[src/rtl/core/cle_pkg.sv]
`timescale 1ns / 1ps
`default_nettype none
// ----------------------------------------------------------------------------
// Console line editor package
// Shared widths, character codes, class and source codes, and the
// command / status words passed between controller and datapath.
// ----------------------------------------------------------------------------
package cle_pkg;

    localparam int DataW    = 8;
    localparam int KindW    = 2;
    localparam int LenW     = 4;
    localparam int CharW    = 7;
    localparam int LimitW   = 4;
    localparam int ApbAddrW = 3;
    localparam int ApbDataW = 32;

    typedef logic [KindW-1:0] t_kind;
    localparam t_kind KIND_ECHO = 2'd0;
    localparam t_kind KIND_BELL = 2'd1;
    localparam t_kind KIND_BYTE = 2'd2;
    localparam t_kind KIND_DONE = 2'd3;

    // register map (word index taken from paddr[2])
    localparam logic REG_LINE_LIMIT = 1'b0;
    localparam logic [LimitW-1:0] LIMIT_RESET = 4'd15;

    // character codes
    localparam logic [DataW-1:0] CH_ETX   = 8'd3;    // ctrl-C
    localparam logic [DataW-1:0] CH_BS    = 8'd8;
    localparam logic [DataW-1:0] CH_LF    = 8'd10;
    localparam logic [DataW-1:0] CH_CR    = 8'd13;
    localparam logic [DataW-1:0] CH_DC2   = 8'd18;   // ctrl-R
    localparam logic [DataW-1:0] CH_NAK   = 8'd21;   // ctrl-U
    localparam logic [DataW-1:0] CH_ETB   = 8'd23;   // ctrl-W
    localparam logic [DataW-1:0] CH_SP    = 8'd32;
    localparam logic [DataW-1:0] CH_UC_C  = 8'd67;
    localparam logic [DataW-1:0] CH_UC_R  = 8'd82;
    localparam logic [DataW-1:0] CH_CARET = 8'd94;
    localparam logic [DataW-1:0] CH_DEL   = 8'd127;

    // classes of a typed word
    typedef logic [2:0] t_class;
    localparam t_class CL_ENTER   = 3'd0;
    localparam t_class CL_PRINT   = 3'd1;
    localparam t_class CL_BKSP    = 3'd2;
    localparam t_class CL_INTR    = 3'd3;
    localparam t_class CL_REPRINT = 3'd4;
    localparam t_class CL_KILL    = 3'd5;
    localparam t_class CL_WERASE  = 3'd6;
    localparam t_class CL_OTHER   = 3'd7;

    // result sources
    typedef logic [2:0] t_src;
    localparam t_src SRC_NONE   = 3'd0;
    localparam t_src SRC_CHAR   = 3'd1;
    localparam t_src SRC_BELL   = 3'd2;
    localparam t_src SRC_PREFIX = 3'd3;
    localparam t_src SRC_LIST   = 3'd4;
    localparam t_src SRC_DONE   = 3'd5;
    localparam t_src SRC_ERASE  = 3'd6;

    typedef struct packed {
        logic load;
        logic emit;
        t_src src;
        logic last;
    } t_cmd;

    typedef struct packed {
        t_class cls;
        logic   fill_zero;
        logic   room;
        logic   out_free;
        logic   step_end;
        logic   idx_end;
        logic   erase_more;
    } t_stat;

endpackage
`default_nettype wire

[src/rtl/core/cle_if.sv]
`timescale 1ns / 1ps
`default_nettype none
// ----------------------------------------------------------------------------
// Console line editor channels
// Valid/ready channels for typed words and for result words.
// ----------------------------------------------------------------------------
interface cle_in_if;
    logic                      valid;
    logic                      ready;
    logic [cle_pkg::DataW-1:0] typed_byte;

    modport source (output valid, output typed_byte, input ready);
    modport sink   (input valid, input typed_byte, output ready);
endinterface

interface cle_out_if;
    logic                      valid;
    logic                      ready;
    logic [cle_pkg::KindW-1:0] kind;
    logic [cle_pkg::DataW-1:0] out_byte;
    logic [cle_pkg::LenW-1:0]  line_length;
    logic                      last;

    modport source (output valid, output kind, output out_byte, output line_length,
                    output last, input ready);
    modport sink   (input valid, input kind, input out_byte, input line_length,
                    input last, output ready);
endinterface
`default_nettype wire

[src/rtl/core/cle_datapath.sv]
`timescale 1ns / 1ps
`default_nettype none
// ----------------------------------------------------------------------------
// Console line editor datapath
// Line store, fill count, loop counters and the result output register.
// ----------------------------------------------------------------------------
module cle_datapath #(
    parameter int LINE_DEPTH = 16
) (
    input  wire                          i_clk,
    input  wire                          i_rst_n,
    input  wire  cle_pkg::t_cmd          i_cmd,
    output cle_pkg::t_stat               o_stat,
    input  wire  [cle_pkg::DataW-1:0]    i_typed_byte,
    input  wire  [cle_pkg::LimitW-1:0]   i_line_limit,
    output logic                         o_out_valid,
    input  wire                          i_out_ready,
    output logic [cle_pkg::KindW-1:0]    o_out_kind,
    output logic [cle_pkg::DataW-1:0]    o_out_byte,
    output logic [cle_pkg::LenW-1:0]     o_out_len,
    output logic                         o_out_last
);
    import cle_pkg::*;

    localparam int IdxW = (LINE_DEPTH > 1) ? $clog2(LINE_DEPTH) : 1;
    localparam logic [LenW-1:0] MaxFill = LenW'(LINE_DEPTH - 1);

    logic [CharW-1:0] r_store [LINE_DEPTH];
    logic [DataW-1:0] r_char;
    logic [LenW-1:0]  r_fill, n_fill;
    logic [LenW-1:0]  r_idx;
    logic [1:0]       r_step;
    logic             r_word;
    logic             r_out_valid;
    t_kind            r_out_kind;
    logic [DataW-1:0] r_out_byte;
    logic [LenW-1:0]  r_out_len;
    logic             r_out_last;

    t_class           cls;
    logic [LenW-1:0]  eff_limit;
    logic [LenW-1:0]  fill_m1, fill_m2, rd_sel;
    logic [IdxW-1:0]  rd_idx, wr_idx;
    logic [CharW-1:0] rd_char;
    logic             out_free, step_end;
    t_kind            res_kind;
    logic [DataW-1:0] res_byte;
    logic [LenW-1:0]  res_len;

    // classify the held word
    always_comb begin
        if (r_char == CH_LF || r_char == CH_CR) begin
            cls = CL_ENTER;
        end else if (r_char >= CH_SP && r_char < CH_DEL) begin
            cls = CL_PRINT;
        end else if (r_char == CH_BS || r_char == CH_DEL) begin
            cls = CL_BKSP;
        end else if (r_char == CH_ETX) begin
            cls = CL_INTR;
        end else if (r_char == CH_DC2) begin
            cls = CL_REPRINT;
        end else if (r_char == CH_NAK) begin
            cls = CL_KILL;
        end else if (r_char == CH_ETB) begin
            cls = CL_WERASE;
        end else begin
            cls = CL_OTHER;
        end
    end

    assign eff_limit = (i_line_limit > MaxFill) ? MaxFill : i_line_limit;
    assign fill_m1   = r_fill - 4'd1;
    assign fill_m2   = r_fill - 4'd2;
    assign out_free  = !r_out_valid || i_out_ready;
    assign step_end  = (r_step == 2'd2);

    // single read port: list walk, top of line, or the one below it
    always_comb begin
        if (i_cmd.src == SRC_LIST) begin
            rd_sel = r_idx;
        end else if (step_end) begin
            rd_sel = fill_m2;
        end else begin
            rd_sel = fill_m1;
        end
    end
    assign rd_idx  = rd_sel[IdxW-1:0];
    assign wr_idx  = r_fill[IdxW-1:0];
    assign rd_char = r_store[rd_idx];

    always_comb begin
        o_stat.cls        = cls;
        o_stat.fill_zero  = (r_fill == '0);
        o_stat.room       = (r_fill < eff_limit);
        o_stat.out_free   = out_free;
        o_stat.step_end   = step_end;
        o_stat.idx_end    = (r_idx == fill_m1);
        // after this erase: more to go?
        o_stat.erase_more = (fill_m1 != '0) &&
                            ((cls == CL_KILL) ||
                             ((cls == CL_WERASE) &&
                              !(r_word && ({1'b0, rd_char} == CH_SP))));
    end

    // result word for the current source
    always_comb begin
        res_kind = KIND_ECHO;
        res_byte = '0;
        res_len  = '0;
        case (i_cmd.src)
            SRC_CHAR: begin
                res_byte = r_char;
            end
            SRC_BELL: begin
                res_kind = KIND_BELL;
            end
            SRC_PREFIX: begin
                case (r_step)
                    2'd0:    res_byte = CH_CARET;
                    2'd1:    res_byte = (cls == CL_INTR) ? CH_UC_C : CH_UC_R;
                    default: res_byte = CH_LF;
                endcase
            end
            SRC_LIST: begin
                res_kind = (cls == CL_ENTER) ? KIND_BYTE : KIND_ECHO;
                res_byte = {1'b0, rd_char};
            end
            SRC_DONE: begin
                res_kind = KIND_DONE;
                res_len  = (cls == CL_ENTER) ? r_fill : '0;
            end
            SRC_ERASE: begin
                res_byte = (r_step == 2'd1) ? CH_SP : CH_BS;
            end
            default: begin
                res_kind = KIND_ECHO;
            end
        endcase
    end

    always_comb begin
        n_fill = r_fill;
        if (i_cmd.emit) begin
            case (i_cmd.src)
                SRC_CHAR:  n_fill = r_fill + 4'd1;
                SRC_DONE:  n_fill = '0;
                SRC_ERASE: n_fill = step_end ? fill_m1 : r_fill;
                default:   n_fill = r_fill;
            endcase
        end
    end

    always_ff @(posedge i_clk) begin
        if (!i_rst_n) begin
            r_fill      <= '0;
            r_out_valid <= 1'b0;
        end else begin
            r_fill <= n_fill;
            if (i_cmd.emit) begin
                r_out_valid <= 1'b1;
            end else if (i_out_ready) begin
                r_out_valid <= 1'b0;
            end
        end
    end

    always_ff @(posedge i_clk) begin
        if (i_cmd.load) begin
            r_char <= i_typed_byte;
            r_idx  <= '0;
            r_word <= 1'b0;
            r_step <= (i_typed_byte == CH_LF || i_typed_byte == CH_CR) ? 2'd2 : 2'd0;
        end else if (i_cmd.emit) begin
            case (i_cmd.src)
                SRC_PREFIX: begin
                    r_step <= r_step + 2'd1;
                end
                SRC_LIST: begin
                    r_idx <= r_idx + 4'd1;
                end
                SRC_ERASE: begin
                    r_step <= step_end ? 2'd0 : r_step + 2'd1;
                    if (r_step == 2'd0 && {1'b0, rd_char} != CH_SP) begin
                        r_word <= 1'b1;
                    end
                end
                default: begin
                    r_step <= r_step;
                end
            endcase
        end
        if (i_cmd.emit && i_cmd.src == SRC_CHAR) begin
            r_store[wr_idx] <= r_char[CharW-1:0];
        end
        if (i_cmd.emit) begin
            r_out_kind <= res_kind;
            r_out_byte <= res_byte;
            r_out_len  <= res_len;
            r_out_last <= i_cmd.last;
        end
    end

    assign o_out_valid = r_out_valid;
    assign o_out_kind  = r_out_kind;
    assign o_out_byte  = r_out_byte;
    assign o_out_len   = r_out_len;
    assign o_out_last  = r_out_last;

endmodule
`default_nettype wire

[src/rtl/core/cle_ctrl.sv]
`timescale 1ns / 1ps
`default_nettype none
// ----------------------------------------------------------------------------
// Console line editor controller
// Decodes the held word and steps through the result sequence.
// ----------------------------------------------------------------------------
module cle_ctrl (
    input  wire                 i_clk,
    input  wire                 i_rst_n,
    input  wire                 i_in_valid,
    output logic                o_in_ready,
    input  wire cle_pkg::t_stat i_stat,
    output cle_pkg::t_cmd       o_cmd
);
    import cle_pkg::*;

    localparam logic [2:0] ST_IDLE   = 3'd0;
    localparam logic [2:0] ST_DECODE = 3'd1;
    localparam logic [2:0] ST_CHAR   = 3'd2;
    localparam logic [2:0] ST_BELL   = 3'd3;
    localparam logic [2:0] ST_PREFIX = 3'd4;
    localparam logic [2:0] ST_LIST   = 3'd5;
    localparam logic [2:0] ST_DONE   = 3'd6;
    localparam logic [2:0] ST_ERASE  = 3'd7;

    logic [2:0] r_state, n_state;

    always_comb begin
        n_state    = r_state;
        o_cmd      = '0;
        o_in_ready = 1'b0;
        case (r_state)
            ST_IDLE: begin
                o_in_ready = 1'b1;
                o_cmd.load = i_in_valid;
                if (i_in_valid) begin
                    n_state = ST_DECODE;
                end
            end
            ST_DECODE: begin
                case (i_stat.cls)
                    CL_ENTER, CL_INTR, CL_REPRINT: n_state = ST_PREFIX;
                    CL_PRINT:  n_state = i_stat.room ? ST_CHAR : ST_BELL;
                    CL_BKSP:   n_state = i_stat.fill_zero ? ST_BELL : ST_ERASE;
                    CL_KILL, CL_WERASE: n_state = i_stat.fill_zero ? ST_IDLE : ST_ERASE;
                    default:   n_state = ST_BELL;
                endcase
            end
            ST_CHAR, ST_BELL, ST_DONE: begin
                o_cmd.src  = (r_state == ST_CHAR) ? SRC_CHAR :
                             (r_state == ST_BELL) ? SRC_BELL : SRC_DONE;
                o_cmd.last = 1'b1;
                if (i_stat.out_free) begin
                    o_cmd.emit = 1'b1;
                    n_state    = ST_IDLE;
                end
            end
            ST_PREFIX: begin
                o_cmd.src  = SRC_PREFIX;
                o_cmd.last = i_stat.step_end && (i_stat.cls == CL_REPRINT) &&
                             i_stat.fill_zero;
                if (i_stat.out_free) begin
                    o_cmd.emit = 1'b1;
                    if (i_stat.step_end) begin
                        if (i_stat.cls == CL_INTR) begin
                            n_state = ST_DONE;
                        end else if (!i_stat.fill_zero) begin
                            n_state = ST_LIST;
                        end else if (i_stat.cls == CL_ENTER) begin
                            n_state = ST_DONE;
                        end else begin
                            n_state = ST_IDLE;
                        end
                    end
                end
            end
            ST_LIST: begin
                o_cmd.src  = SRC_LIST;
                o_cmd.last = i_stat.idx_end && (i_stat.cls == CL_REPRINT);
                if (i_stat.out_free) begin
                    o_cmd.emit = 1'b1;
                    if (i_stat.idx_end) begin
                        n_state = (i_stat.cls == CL_ENTER) ? ST_DONE : ST_IDLE;
                    end
                end
            end
            ST_ERASE: begin
                o_cmd.src  = SRC_ERASE;
                o_cmd.last = i_stat.step_end && !i_stat.erase_more;
                if (i_stat.out_free) begin
                    o_cmd.emit = 1'b1;
                    if (i_stat.step_end && !i_stat.erase_more) begin
                        n_state = ST_IDLE;
                    end
                end
            end
            default: begin
                n_state = ST_IDLE;
            end
        endcase
    end

    always_ff @(posedge i_clk) begin
        if (!i_rst_n) begin
            r_state <= ST_IDLE;
        end else begin
            r_state <= n_state;
        end
    end

endmodule
`default_nettype wire

[src/rtl/core/console_line_editor.sv]
`timescale 1ns / 1ps
`default_nettype none
// ----------------------------------------------------------------------------
// Console line editor
// Canonical terminal line discipline: line buffer, editing keys, echo and
// line delivery, with an APB register for the line limit.
// ----------------------------------------------------------------------------
// One typed word is taken at a time, only while the controller is idle. A
// word is held in a register and decoded in the DECODE state, then produces
// one result word per cycle into a single output register, which the sink
// may stall at will. An item gives 0 to 45 result words (ctrl-U on a full
// 15-character line gives 45), and the next word is taken in the cycle
// after the last result is loaded. The rate is set by the single result
// register and the one-port line store walked by the controller. No
// clearing pass is needed after reset: the store is only read below the
// fill count.
// ----------------------------------------------------------------------------
module console_line_editor #(
    parameter int LINE_DEPTH = 16
) (
    input  wire                               i_clk,
    input  wire                               i_rst_n,
    cle_in_if.sink                            i_in,
    cle_out_if.source                         o_out,
    // APB register port
    input  wire                               psel,
    input  wire                               penable,
    input  wire                               pwrite,
    input  wire  [cle_pkg::ApbAddrW-1:0]      paddr,
    input  wire  [cle_pkg::ApbDataW-1:0]      pwdata,
    output logic [cle_pkg::ApbDataW-1:0]      prdata,
    output logic                              pready
);
    import cle_pkg::*;

    logic [LimitW-1:0] r_limit;
    logic              reg_sel;
    t_cmd              cmd;
    t_stat             stat;

    // Register decode: word index from paddr[2]; anything else reads zero.
    assign reg_sel = (paddr[2] == REG_LINE_LIMIT);
    assign pready  = 1'b1;
    assign prdata  = reg_sel ? ApbDataW'(r_limit) : '0;

    // line_limit is written on the access phase of a write
    always_ff @(posedge i_clk) begin
        if (!i_rst_n) begin
            r_limit <= LIMIT_RESET;
        end else if (psel && penable && pwrite && pready && reg_sel) begin
            r_limit <= pwdata[LimitW-1:0];
        end
    end

    // Controller: decode and sequence of result words
    cle_ctrl u_ctrl (
        .i_clk      (i_clk),
        .i_rst_n    (i_rst_n),
        .i_in_valid (i_in.valid),
        .o_in_ready (i_in.ready),
        .i_stat     (stat),
        .o_cmd      (cmd)
    );

    // Datapath: line store, counters and the output register
    cle_datapath #(
        .LINE_DEPTH (LINE_DEPTH)
    ) u_datapath (
        .i_clk        (i_clk),
        .i_rst_n      (i_rst_n),
        .i_cmd        (cmd),
        .o_stat       (stat),
        .i_typed_byte (i_in.typed_byte),
        .i_line_limit (r_limit),
        .o_out_valid  (o_out.valid),
        .i_out_ready  (o_out.ready),
        .o_out_kind   (o_out.kind),
        .o_out_byte   (o_out.out_byte),
        .o_out_len    (o_out.line_length),
        .o_out_last   (o_out.last)
    );

endmodule
`default_nettype wire
[src/flat_wrapper.sv]
// flat-port wrapper written by rule: the top's interface ports become plain ports
module console_line_editor_flat import cle_pkg::*;
#(
    parameter int LINE_DEPTH = 16
)
  (i_clk, i_rst_n, psel, penable, pwrite, paddr, pwdata, prdata, pready, i_in_valid, i_in_typed_byte, i_in_ready, o_out_valid, o_out_kind, o_out_out_byte, o_out_line_length, o_out_last, o_out_ready);
  cle_in_if i_in_i ();
  cle_out_if o_out_i ();
  input  wire i_clk;
  input  wire i_rst_n;
  input  wire psel;
  input  wire penable;
  input  wire pwrite;
  input  wire  [cle_pkg::ApbAddrW-1:0] paddr;
  input  wire  [cle_pkg::ApbDataW-1:0] pwdata;
  output logic [cle_pkg::ApbDataW-1:0] prdata;
  output logic pready;
  input wire logic [$bits(i_in_i.valid)-1:0] i_in_valid;
  input wire logic [$bits(i_in_i.typed_byte)-1:0] i_in_typed_byte;
  output wire logic [$bits(i_in_i.ready)-1:0] i_in_ready;
  output wire logic [$bits(o_out_i.valid)-1:0] o_out_valid;
  output wire logic [$bits(o_out_i.kind)-1:0] o_out_kind;
  output wire logic [$bits(o_out_i.out_byte)-1:0] o_out_out_byte;
  output wire logic [$bits(o_out_i.line_length)-1:0] o_out_line_length;
  output wire logic [$bits(o_out_i.last)-1:0] o_out_last;
  input wire logic [$bits(o_out_i.ready)-1:0] o_out_ready;
  assign i_in_i.valid = i_in_valid;
  assign i_in_i.typed_byte = i_in_typed_byte;
  assign i_in_ready = i_in_i.ready;
  assign o_out_valid = o_out_i.valid;
  assign o_out_kind = o_out_i.kind;
  assign o_out_out_byte = o_out_i.out_byte;
  assign o_out_line_length = o_out_i.line_length;
  assign o_out_last = o_out_i.last;
  assign o_out_i.ready = o_out_ready;
  console_line_editor #(.LINE_DEPTH(LINE_DEPTH)) u_core (.i_clk(i_clk), .i_rst_n(i_rst_n), .i_in(i_in_i), .o_out(o_out_i), .psel(psel), .penable(penable), .pwrite(pwrite), .paddr(paddr), .pwdata(pwdata), .prdata(prdata), .pready(pready));
endmodule
[config.mk]
export PLATFORM = sky130hd
export DESIGN_NAME = console_line_editor_flat
export DESIGN_NICKNAME = d
export VERILOG_FILES = /design/src/rtl/core/cle_pkg.sv /design/src/rtl/core/cle_if.sv /design/src/rtl/core/cle_datapath.sv /design/src/rtl/core/cle_ctrl.sv /design/src/rtl/core/console_line_editor.sv /design/src/flat_wrapper.sv
export SDC_FILE = /design/constraint.sdc
export NUM_CORES = 1
export LEC_CHECK = 0
export BUFFER_PORTS_ARGS = -buffer_cell sky130_fd_sc_hd__buf_2
export CAP_MARGIN = 20
export CORE_UTILIZATION = 50
export DETAILED_ROUTE_END_ITERATION = 8
export HOLD_SLACK_MARGIN = 0.15
export PLACE_DENSITY = 0.75
export SYNTH_ARGS = -nofsm -noshare
export SYNTH_HDL_FRONTEND = slang
export SYNTH_HIERARCHICAL = 1
export SYNTH_SLANG_ARGS = --single-unit
[constraint.sdc]
create_clock -name i_clk -period 4.75 [get_ports i_clk]
set_input_delay 0.7125 -clock i_clk [delete_from_list [all_inputs] [get_ports i_clk]]
set_output_delay 0.7125 -clock i_clk [all_outputs]
set_load 0.02 [all_outputs]
==> results.toml, run 1 <==
[cts]
post_cts_buffers = 0
cts_sinks = 154
cts_tree = "built"
clk_path_buf_depth = 2
clk_latency_ps = 420
cts_root_buf = "clkbuf_16"
clk_pin_slew_ps = 60
cts_buffers = 17
htree_levels = 4
cts_hold_buf = 0

[timing]
max_freq_mhz = 223.2
setup_viol = 0
skew_ps = 6.834
tightest_slew_ps = 910.7
maxSlewViolCount = 0
fin_crit_sh = 0.9434
max_slew_margin = 0.3929
timing.hold.ws_ps = 482.0
fin_crit_ps = 4481
finalHoldViolCount = 0
rsz0062_at_grt = "no"
setup_tns_ps = 0

[placement]
globalplace.congestion = 0.9154
portBuffers = 40
dp_hpwl_um = 11610

[final_layout]
diodes = 0
syn_to_final_growth_pct = 10.90
fin_nets = 757
final_cell_mix = "137 x edfxtp_1, 71 x nand2_1, 44 x a21oi_1"
final_common_cell = "edfxtp_1"
drive_gt1_frac = 0.1653

[setup_path]
required_ps = 5090
path_max_fanout = 7
cp_common_cell = "a21oi_1"
regToRegSetupSlack_ps = 270
slowest_stage = "a31oi_1"
crit_arrival_ps = 4820
cp_cell_sequence = "inv_1 > ha_1 > xnor2_1 > mux2i_1 > a31oi_1 > a221oi_1 > nor4_1 > nand4_1 > nor4_2 > a21oi_1 > nand3b_1 > o2111ai_2 > a21oi_1 > a311oi_2"
cp-end-kind = "flip-flop"
crit_type = "flip-flop to flip-flop"
critPathMaxStageDelay_ps = 630
cp-start-kind = "flip-flop"

[drt]
detail_route.vias_per_cell = 5.998
drcViolationCount = 0
ant_nets = 0
drt-total-wl_um = 17330
via_count = 5374
dr.pass1.iters = 5
wl_per_cell_um = 19.34
first_iter_violations = 650

[global_route]
overflow = 0
grt_pass1_wl_um = 27410
grt_max_degree = 53
antenna_found_initial = 0
grt_pass1_vias = 5055
track_usage = 0.2262

[power_and_ir_drop]
p_per_area_mw_per_mm2 = 379.0
irDropWorstVdd_mv = 0.2555
p_leak_nw = 3.180

[floorplan]
fp-row-count = 45
initial_core_util = 0.5120
die_h_um = 126.8
die_area_mm2 = 0.01607
io_pins = 100
die_w_um = 126.8
coreArea_mm2 = 0.01520

[yosys]
synth-seq-cells = 154
ys_seq_area_frac = 0.5723
synth-async-reset-ratio = 0
synthFlopType = "edfxtp_1"
synth-edff-count = 137
syn_area_mm2 = 0.007784
yosysWarnings = 6
synth_cells = 656
synth.distinct_cells = 84
syn_avg_cell_area_um2 = 11.87

[min_path]
hold_path_class = "input pin to flip-flop"

[flow_run]
maxCapViolations = 0

[status]
status = "finished clean"
[worst paths after layout]
kind / start / to / cells after the start
max: u_core/u_datapath/r_fill[1] / u_core/u_ctrl/r_state[0] / 14
min: i_in_typed_byte[5] / u_core/u_datapath/r_char[5] / 1
max reg2reg: u_core/u_datapath/r_fill[1] / u_core/u_ctrl/r_state[0] / 14
min reg2reg: u_core/u_datapath/r_word / u_core/u_datapath/r_word / 2
[cell usage after synthesis, types with 5 or more instances]
cell | count | area, um^2
dfxtp_1 | 17 | 340.3
xnor2_1 | 10 | 87.58
a211oi_1 | 16 | 120.1
nor2b_1 | 12 | 75.07
clkbuf_1 | 8 | 30.03
nand2_1 | 71 | 266.5
nor4_1 | 7 | 43.79
buf_4 | 34 | 255.2
inv_1 | 23 | 86.33
a311oi_1 | 7 | 61.31
ha_1 | 12 | 150.1
mux2i_1 | 22 | 220.2
nand3_1 | 16 | 80.08
buf_2 | 9 | 45.04
nor3_1 | 12 | 60.06
o21ai_0 | 19 | 95.09
buf_6 | 11 | 123.9
a221oi_1 | 13 | 113.9
edfxtp_1 | 137 | 4114
a221o_1 | 5 | 50.05
nand2b_1 | 9 | 56.30
and2_1 | 8 | 50.05
o22ai_1 | 5 | 31.28
a21oi_1 | 44 | 220.2
nor2_1 | 34 | 127.6
[registers in the layout, summed over array words and instances, names as in the netlist, 2 cells and up]
name and flops:
u_core/r_limit 4, u_core/u_ctrl/r_state 3, u_core/u_datapath/o_out_kind 2, u_core/u_datapath/r_char 8, u_core/u_datapath/r_idx 4, u_core/u_datapath/r_step 2
u_core/u_datapath/r_fill 4, u_core/u_datapath/o_out_len 4, u_core/u_datapath/r_store 112, u_core/u_datapath/o_out_byte 8
[logic make-up after synthesis]
family	count (synthesis)	share of synthesized area
AND/OR/NAND/NOR	205	0.1392
AO/OA/AOI/OAI	154	0.1419
flip-flops	154	0.5723
buffers and inverters	90	0.07410
multiplexers	25	0.03552
XOR/XNOR	14	0.01672
adder cells (fa/ha/maj)	12	0.01929
other	2	0.0009648
[per-layer routing]
| layer | GRT usage | share of wire |
|---|---|---|
| met1 | 0.3072 | 0.41 |
| met4 | 0.08894 | 0.021 |
| met3 | 0.05399 | 0.089 |
| met2 | 0.3526 | 0.48 |
| met5 | 0 | 0 |
[report_power, final]
group	internal (W)	switching, W	leakage (nW)
Clock	0.000885	0.000543	0.296
Sequential	0.00151	0.0000505	1.36
Combinational	0.000102	0.000184	1.52
Total	0.00249	0.000778	3.18
[layout make-up]
type	count	area, um^2
sequential	154	4456
clock inverter	13	190.2
multi-input combinational	439	2863
clock buffer	19	432.9
timing repair buffer	59	362.8
fill	1195	6570
inverter	24	92.59
tap	188	235.2
[per-stage QoR]
stage          setup slack, ps    util  power [W]  instance area, um^2  cells
6_report                 268.7  0.5678   0.003271                 8632    896
5_1_grt                  18.09  0.5678   0.003367                 8632    896
2_1_floorplan             1206       -   0.001803                 7885    683
4_1_cts                  188.4  0.5655   0.003279                 8597    892
3_3_place_gp             325.6  0.5245   0.001852                 7974    860
3_5_place_dp             229.0  0.5245   0.001865                 7974    860
[critical path, delay by kind of cell, from the launching register on]
kind,cells,cell delay (ps)
multiplexers,1,230
XOR/XNOR,1,320
buffers and inverters,1,220
AO/OA/AOI/OAI,6,1410
flip-flops,1,500
adder cells (fa/ha/maj),1,290
AND/OR/NAND/NOR,4,1420
[timing repair]
action                                 4_1_cts  5_1_grt
resized for setup                            0        2
setup endpoints to repair                    0        3
endpoints found under the hold margin        0        0
No activity file was read; power rests on OpenSTA's default activity.
==> run 2: changes to the inputs <==
- PLACE_DENSITY: 0.75 -> 0.76
- SYNTH_HIERARCHICAL: 1 -> unset
- clock period: 4.75 -> 5.8 ns (I/O delays scaled with it)
==> results.toml, run 2 <==
[timing]
setup_viol = 0
finalHoldViolCount = 0
tightest_slew_ps = 999.6
max_freq_mhz = 239.9
fin_crit_sh = 0.7188
max_slew_margin = 0.3193
rsz0062_at_grt = "no"
skew_ps = 8.229
fin_crit_ps = 4169
maxSlewViolCount = 0
setup_tns_ps = 0

[min_path]
holdPathEnd = "u_core.r_limit[0]"
hold_path_class = "flip-flop to flip-flop"
min_path_cells = 2
worstHoldStart = "u_core.r_limit[0]"

[power_and_ir_drop]
p_leak_nw = 3.008
p_sw_frac = 0.2869
comb_power_share = 0.170
clkPwrFrac = 0.364
intPower_w = 0.001987
p_per_area_mw_per_mm2 = 334.9
p_sw_w = 0.0007992
irDropWorstVdd_mv = 0.2225
power_frac_seq = 0.466

[final_layout]
final_cell_mix = "137 x edfxtp_1, 53 x nand2_1, 47 x mux2i_1"
drive_gt1_frac = 0.1561
largest_register_ffs = 112
fin_nets = 695
regMostFlops = "u_core.u_datapath.r_store"
syn_to_final_growth_pct = 10.23
layout.cells.non_filler = 831
final_common_cell = "edfxtp_1"
diodes = 0

[cts]
clk_latency_ps = 430
cts_hold_buf = 0
post_cts_resized = 0
post_cts_buffers = 0
cts_buffers = 17
cts_sinks = 154
htree_levels = 4
cts_root_buf = "clkbuf_16"
cts_tree = "built"
clk_pin_slew_ps = 60
clk_path_buf_depth = 2

[drt]
ant_nets = 0
first_iter_violations = 569
wl_per_cell_um = 19.30
drt-total-wl_um = 16040
dr.pass1.iters = 7
drcViolationCount = 18
detail_route.vias_per_cell = 5.845
via_count = 4857

[placement]
dp_hpwl_um = 10830
portBuffers = 40
globalplace.congestion = 0.9125
dp_cells = 797

[setup_path]
cp-end-kind = "flip-flop"
r2r-end = "u_core.u_datapath.o_out_last"
crit_arrival_ps = 4430
required_ps = 6060
regToRegSetupSlack_ps = 1630
path_max_fanout = 25
r2r_start = "u_core.u_ctrl.r_state[2]"
reg2regPathDepth = 12
crit_type = "flip-flop to flip-flop"
cp-start-kind = "flip-flop"

[yosys]
syn_avg_cell_area_um2 = 12.66
synth_cells = 596
synth_area_leaders = "edfxtp_1 55%, mux2i_1 6.2%, dfxtp_1 4.5%, buf_4 3.0%, nand2_1 2.6%"
synthMostInstantiatedCell = "edfxtp_1"
synth.distinct_cells = 73
yosys-top-cells-count = "137 x edfxtp_1, 53 x nand2_1, 47 x mux2i_1, 40 x nor2_1, 30 x buf_4"
synth_top_area_frac = 0.5451
synth-seq-cells = 154
syn_area_mm2 = 0.007547
synth-edff-count = 137
yosysTopAreaCell = "edfxtp_1"
ys_seq_area_frac = 0.5902
yosysWarnings = 0
synth-async-reset-ratio = 0
synthFlopType = "edfxtp_1"

[global_route]
grt_pass1_vias = 4678
track_usage = 0.2167
antenna_found_initial = 0
grt_pass1_wl_um = 25160
grt_max_degree = 29
overflow = 0

[status]
status = "complete, but fails checks"
violations = "DRC"

[flow_run]
maxCapViolations = 0

[floorplan]
coreArea_mm2 = 0.01464
io_pins = 100
die_area_mm2 = 0.01559
fp-row-count = 44
initial_core_util = 0.5154
die_h_um = 124.9
die_w_um = 124.9
-- run 2: changes by cell type after synthesis, moves of 9 or more --
cell,before,now
a211oi_1,16,4
a21oi_1,44,25
a221oi_1,13,2
clkbuf_1,8,17
inv_1,23,14
mux2i_1,22,47
nand2_1,71,53
-- run 2: per-layer routing --
metal,track usage,wire length (um)
met2,0.3440,7678
met4,0.09039,303
met5,0,0
met3,0.06100,1246
met1,0.2803,6807
-- run 2: layout make-up --
class / instances / area (um^2)
Fill cell: 1168 / 6325
Sequential cell: 154 / 4454
Multi-Input combinational cell: 397 / 2753
Clock buffer: 18 / 429.2
Timing Repair Buffer: 50 / 285.3
Tap cell: 184 / 230.2
Clock inverter: 14 / 115.1
Inverter: 14 / 52.55
-- run 2: kinds of logic after synthesis --
logic type	after synthesis	synth area share
other	2	0.0009951
XOR/XNOR	15	0.01840
flip-flops	154	0.5902
AND/OR/NAND/NOR	180	0.1167
adder cells (fa/ha/maj)	11	0.01824
buffers and inverters	72	0.05968
multiplexers	63	0.1025
AO/OA/AOI/OAI	99	0.09334
-- run 2: power groups by stage --
stage | logic, W | clock network (W) | registers, W
finish | 0.000474 | 0.00101 | 0.00130
global route | 0.000509 | 0.00107 | 0.00130
CTS | 0.000466 | 0.00102 | 0.00130
detailed placement | 0.000464 | 0 | 0.00132
global placement | 0.000454 | 0 | 0.00132
floorplan | 0.000380 | 0 | 0.00131
-- run 2: critical path, cell delays in order, from the launching register on --
cell and delay (ps):
dfxtp_1 300, buf_4 250, nor2b_2 290, nand2_2 260
mux2i_4 870, buf_12 270, mux4_2 530, nand3_1 100
nand4_1 170, or3b_1 440, nor2_2 180, o21ai_1 110
a21oi_1 190
-- run 2: worst max-delay path by stage --
stage                                    to  slack (ps)  depth (start not counted)                   startpoint
6_report       u_core.u_datapath.o_out_last        1630                         12     u_core.u_ctrl.r_state[2]
5_1_grt        u_core.u_datapath.o_out_last        1380                         12     u_core.u_ctrl.r_state[2]
4_1_cts        u_core.u_datapath.o_out_last        1670                         12     u_core.u_ctrl.r_state[2]
3_5_place_dp   u_core.u_datapath.o_out_last        1720                         12     u_core.u_ctrl.r_state[2]
3_3_place_gp   u_core.u_datapath.o_out_last        1800                         12     u_core.u_ctrl.r_state[2]
2_1_floorplan      u_core.u_datapath.r_word        2360                         16  u_core.u_datapath.r_fill[0]
-- run 2: through the flow --
stage | total power (W) | hold slack (ps) | util | instance area [um^2] | worst slack [ps]
final | 0.002786 | 534.0 | 0.5681 | 8319 | 1631
after global routing | 0.002876 | 547.2 | 0.5681 | 8319 | 1382
after CTS | 0.002786 | 527.7 | 0.5672 | 8307 | 1669
after detailed placement | 0.001783 | 509.0 | 0.5301 | 7762 | 1716
after global placement | 0.001770 | 456.3 | 0.5296 | 7755 | 1802
after floorplan | 0.001686 | 440.1 | - | 7649 | 2358
==> run 3: changes to the inputs <==
- ABC_AREA: unset -> 1
- PLACE_DENSITY: 0.76 -> 0.78
- clock period: 5.8 -> 3.7 ns (I/O delays scaled with it)
==> results.toml, run 3 <==
[status]
status = "finished clean"

[cts]
clk_path_buf_depth = 2
htree_levels = 4
cts_tree = "built"
cts_buffers = 17
cts_root_buf = "clkbuf_16"
cts_sinks = 154
post_cts_resized = 0
cts_hold_buf = 0
clk_latency_ps = 420
clk_pin_slew_ps = 60
post_cts_buffers = 0

[timing]
setup_viol = 0
rsz0062_at_grt = "no"
tightest_slew_ps = 887.8
max_freq_mhz = 327.8
finalHoldViolCount = 0
fin_crit_sh = 0.8244
max_slew_margin = 0.4081
skew_ps = 6.843
maxSlewViolCount = 0
setup_tns_ps = 0
fin_crit_ps = 3050

[floorplan]
io_pins = 100
die_h_um = 126.0
initial_core_util = 0.5215
die_area_mm2 = 0.01589
fp-row-count = 44
coreArea_mm2 = 0.01475
die_w_um = 126.0

[setup_path]
cp-end-kind = "flip-flop"
crit_start = "u_core.u_datapath.r_fill[2]"
r2r_start = "u_core.u_datapath.r_fill[2]"
regToRegSetupSlack_ps = 650
r2r-end = "u_core.u_ctrl.r_state[2]"
cp-start-kind = "flip-flop"
cp_cell_sequence = "inv_1 > ha_1 > nand2_1 > nand2_1 > inv_2 > a21oi_4 > inv_2 > nand3_1 > nand3_1 > nand2_1 > inv_2 > nand2_1 > nor2_2 > nand3_1 > nand2_1 > nand2_1 > nand2_2 > nand2_1 > nand2_1 > a21oi_1"
required_ps = 4050
crit_arrival_ps = 3400
critPathCapture = "u_core.u_ctrl.r_state[2]"
reg2regPathDepth = 20
cp_common_cell = "nand2_1"
crit_type = "flip-flop to flip-flop"
critPathMaxStageDelay_ps = 500
slowest_stage = "dfxtp_1"
path_max_fanout = 15

[yosys]
synth_cells = 817
synth.distinct_cells = 37
yosys-top-cells-count = "156 x nand2_1, 137 x edfxtp_1, 128 x nand3_1, 126 x inv_1, 68 x nor2_1"
synth-seq-cells = 154
ys_seq_area_frac = 0.5790
yosysWarnings = 0
synth-edff-count = 137
synth_top_area_frac = 0.5347
synth_area_leaders = "edfxtp_1 53%, nand3_1 8.3%, nand2_1 7.6%, inv_1 6.1%, dfxtp_1 4.4%"
synthFlopType = "edfxtp_1"
syn_area_mm2 = 0.007694
syn_avg_cell_area_um2 = 9.417
synthMostInstantiatedCell = "nand2_1"
yosysTopAreaCell = "edfxtp_1"
synth-async-reset-ratio = 0

[final_layout]
syn_to_final_growth_pct = 11.21
final_cell_mix = "156 x nand2_1, 137 x edfxtp_1, 128 x nand3_1"
regMostFlops = "u_core.u_datapath.r_store"
fin_nets = 929
ff_latch_area_mm2 = 0.004454
largest_register_ffs = 112
drive_gt1_frac = 0.1237
final_common_cell = "nand2_1"
diodes = 0
multiInputGateArea_mm2 = 0.002476
fillers = 1233

[placement]
globalplace.congestion = 0.8903
portBuffers = 40
dp_hpwl_um = 11700

[drt]
via_count = 5755
wl_per_cell_um = 16.31
ant_nets = 0
drcViolationCount = 0
first_iter_violations = 725
dr.pass1.iters = 6
drt-total-wl_um = 17370
detail_route.vias_per_cell = 5.404

[flow_run]
maxCapViolations = 0

[power_and_ir_drop]
p_per_area_mw_per_mm2 = 466.9
p_leak_nw = 3.579
power_w = 0.003995
irDropWorstVdd_mv = 0.3074

[global_route]
grt_max_degree = 30
met2_usage = 0.3458
use_met1 = 0.3310
track_usage = 0.2307
overflow = 0
antenna_found_initial = 0
grt_pass1_vias = 5112
grt_pass1_wl_um = 27390
grtUsageMet3 = 0.04758
grt_busiest_layer = "met2"

[min_path]
min_path_cells = 1
hold_path_class = "input pin to flip-flop"
==> run 3: final cells by class <==
type,instances,share of cell area
flip-flops and latches,154,0.5206
multi-input cells,502,0.2894
inverters,134,0.05908
clock buffers,19,0.05060
repair buffers,59,0.04387
well taps,184,0.02691
clock inverters,13,0.009506
==> run 3: metrics by stage <==
step | utilization | setup slack (ps) | area (um^2) | hold WS [ps] | std cells
6_report | 0.5799 | 649.8 | 8556 | 321.1 | 1065
3_5_place_dp | 0.5450 | 705.7 | 8041 | 456.7 | 1033
2_1_floorplan | - | 1225 | 7795 | 436.3 | 844
5_1_grt | 0.5799 | 357.0 | 8556 | 310.0 | 1065
3_3_place_gp | 0.5432 | 597.2 | 8014 | 451.6 | 1032
4_1_cts | 0.5799 | 690.3 | 8556 | 310.9 | 1065
==> run 3: per-layer routing <==
| layer | wire length [um] | vias to the layer above | part of all wire |
|---|---|---|---|
| met4 | 415 | 0 | 0.024 |
| met1 | 7298 | 2657 | 0.42 |
| met2 | 7967 | 289 | 0.46 |
| met5 | 0 | - | 0 |
| met3 | 1689 | 32 | 0.097 |
| li1 | - | 2777 | - |
==> run 3: worst min path at each step <==
stage	start	to
6_report	i_in_typed_byte[3]	u_core.u_datapath.r_char[3]
5_1_grt	i_in_typed_byte[5]	u_core.u_datapath.r_char[5]
4_1_cts	i_in_typed_byte[3]	u_core.u_datapath.r_char[3]
3_5_place_dp	u_core.u_datapath.r_word	u_core.u_datapath.r_word
3_3_place_gp	u_core.u_datapath.r_word	u_core.u_datapath.r_word
2_1_floorplan	u_core.u_datapath.r_word	u_core.u_datapath.r_word
==> run 3: critical path, delay by kind of cell (launching register included) <==
| kind | cells | cell delay (ps) |
|---|---|---|
| buf+inv | 4 | 530 |
| simple gates | 13 | 1110 |
| compound gates | 2 | 510 |
| flops | 1 | 500 |
| fa+ha+maj | 1 | 320 |
==> run 3: power breakdown <==
part | total, W | internal [W] | switching (W) | leakage (nW)
Combinational | 0.000491 | 0.000137 | 0.000354 | 1.95
Clock | 0.00152 | 0.000846 | 0.000675 | 0.247
Sequential | 0.00198 | 0.00195 | 0.0000349 | 1.38
Total | 0.00399 | 0.00293 | 0.00106 | 3.58
==> run 3: kinds of logic (layout without fill, tap and decap cells) <==
family	count (synthesis)	after routing	share of synthesized area
xor gates and xnor gates	5	5	0.005692
DFF	154	154	0.5790
buffers and inverters	188	225	0.1129
adders and majority gates	11	11	0.01789
AOI/OAI and AO/OA	66	66	0.05383
and+or+nand+nor	391	391	0.2298
other	2	29	0.0009761
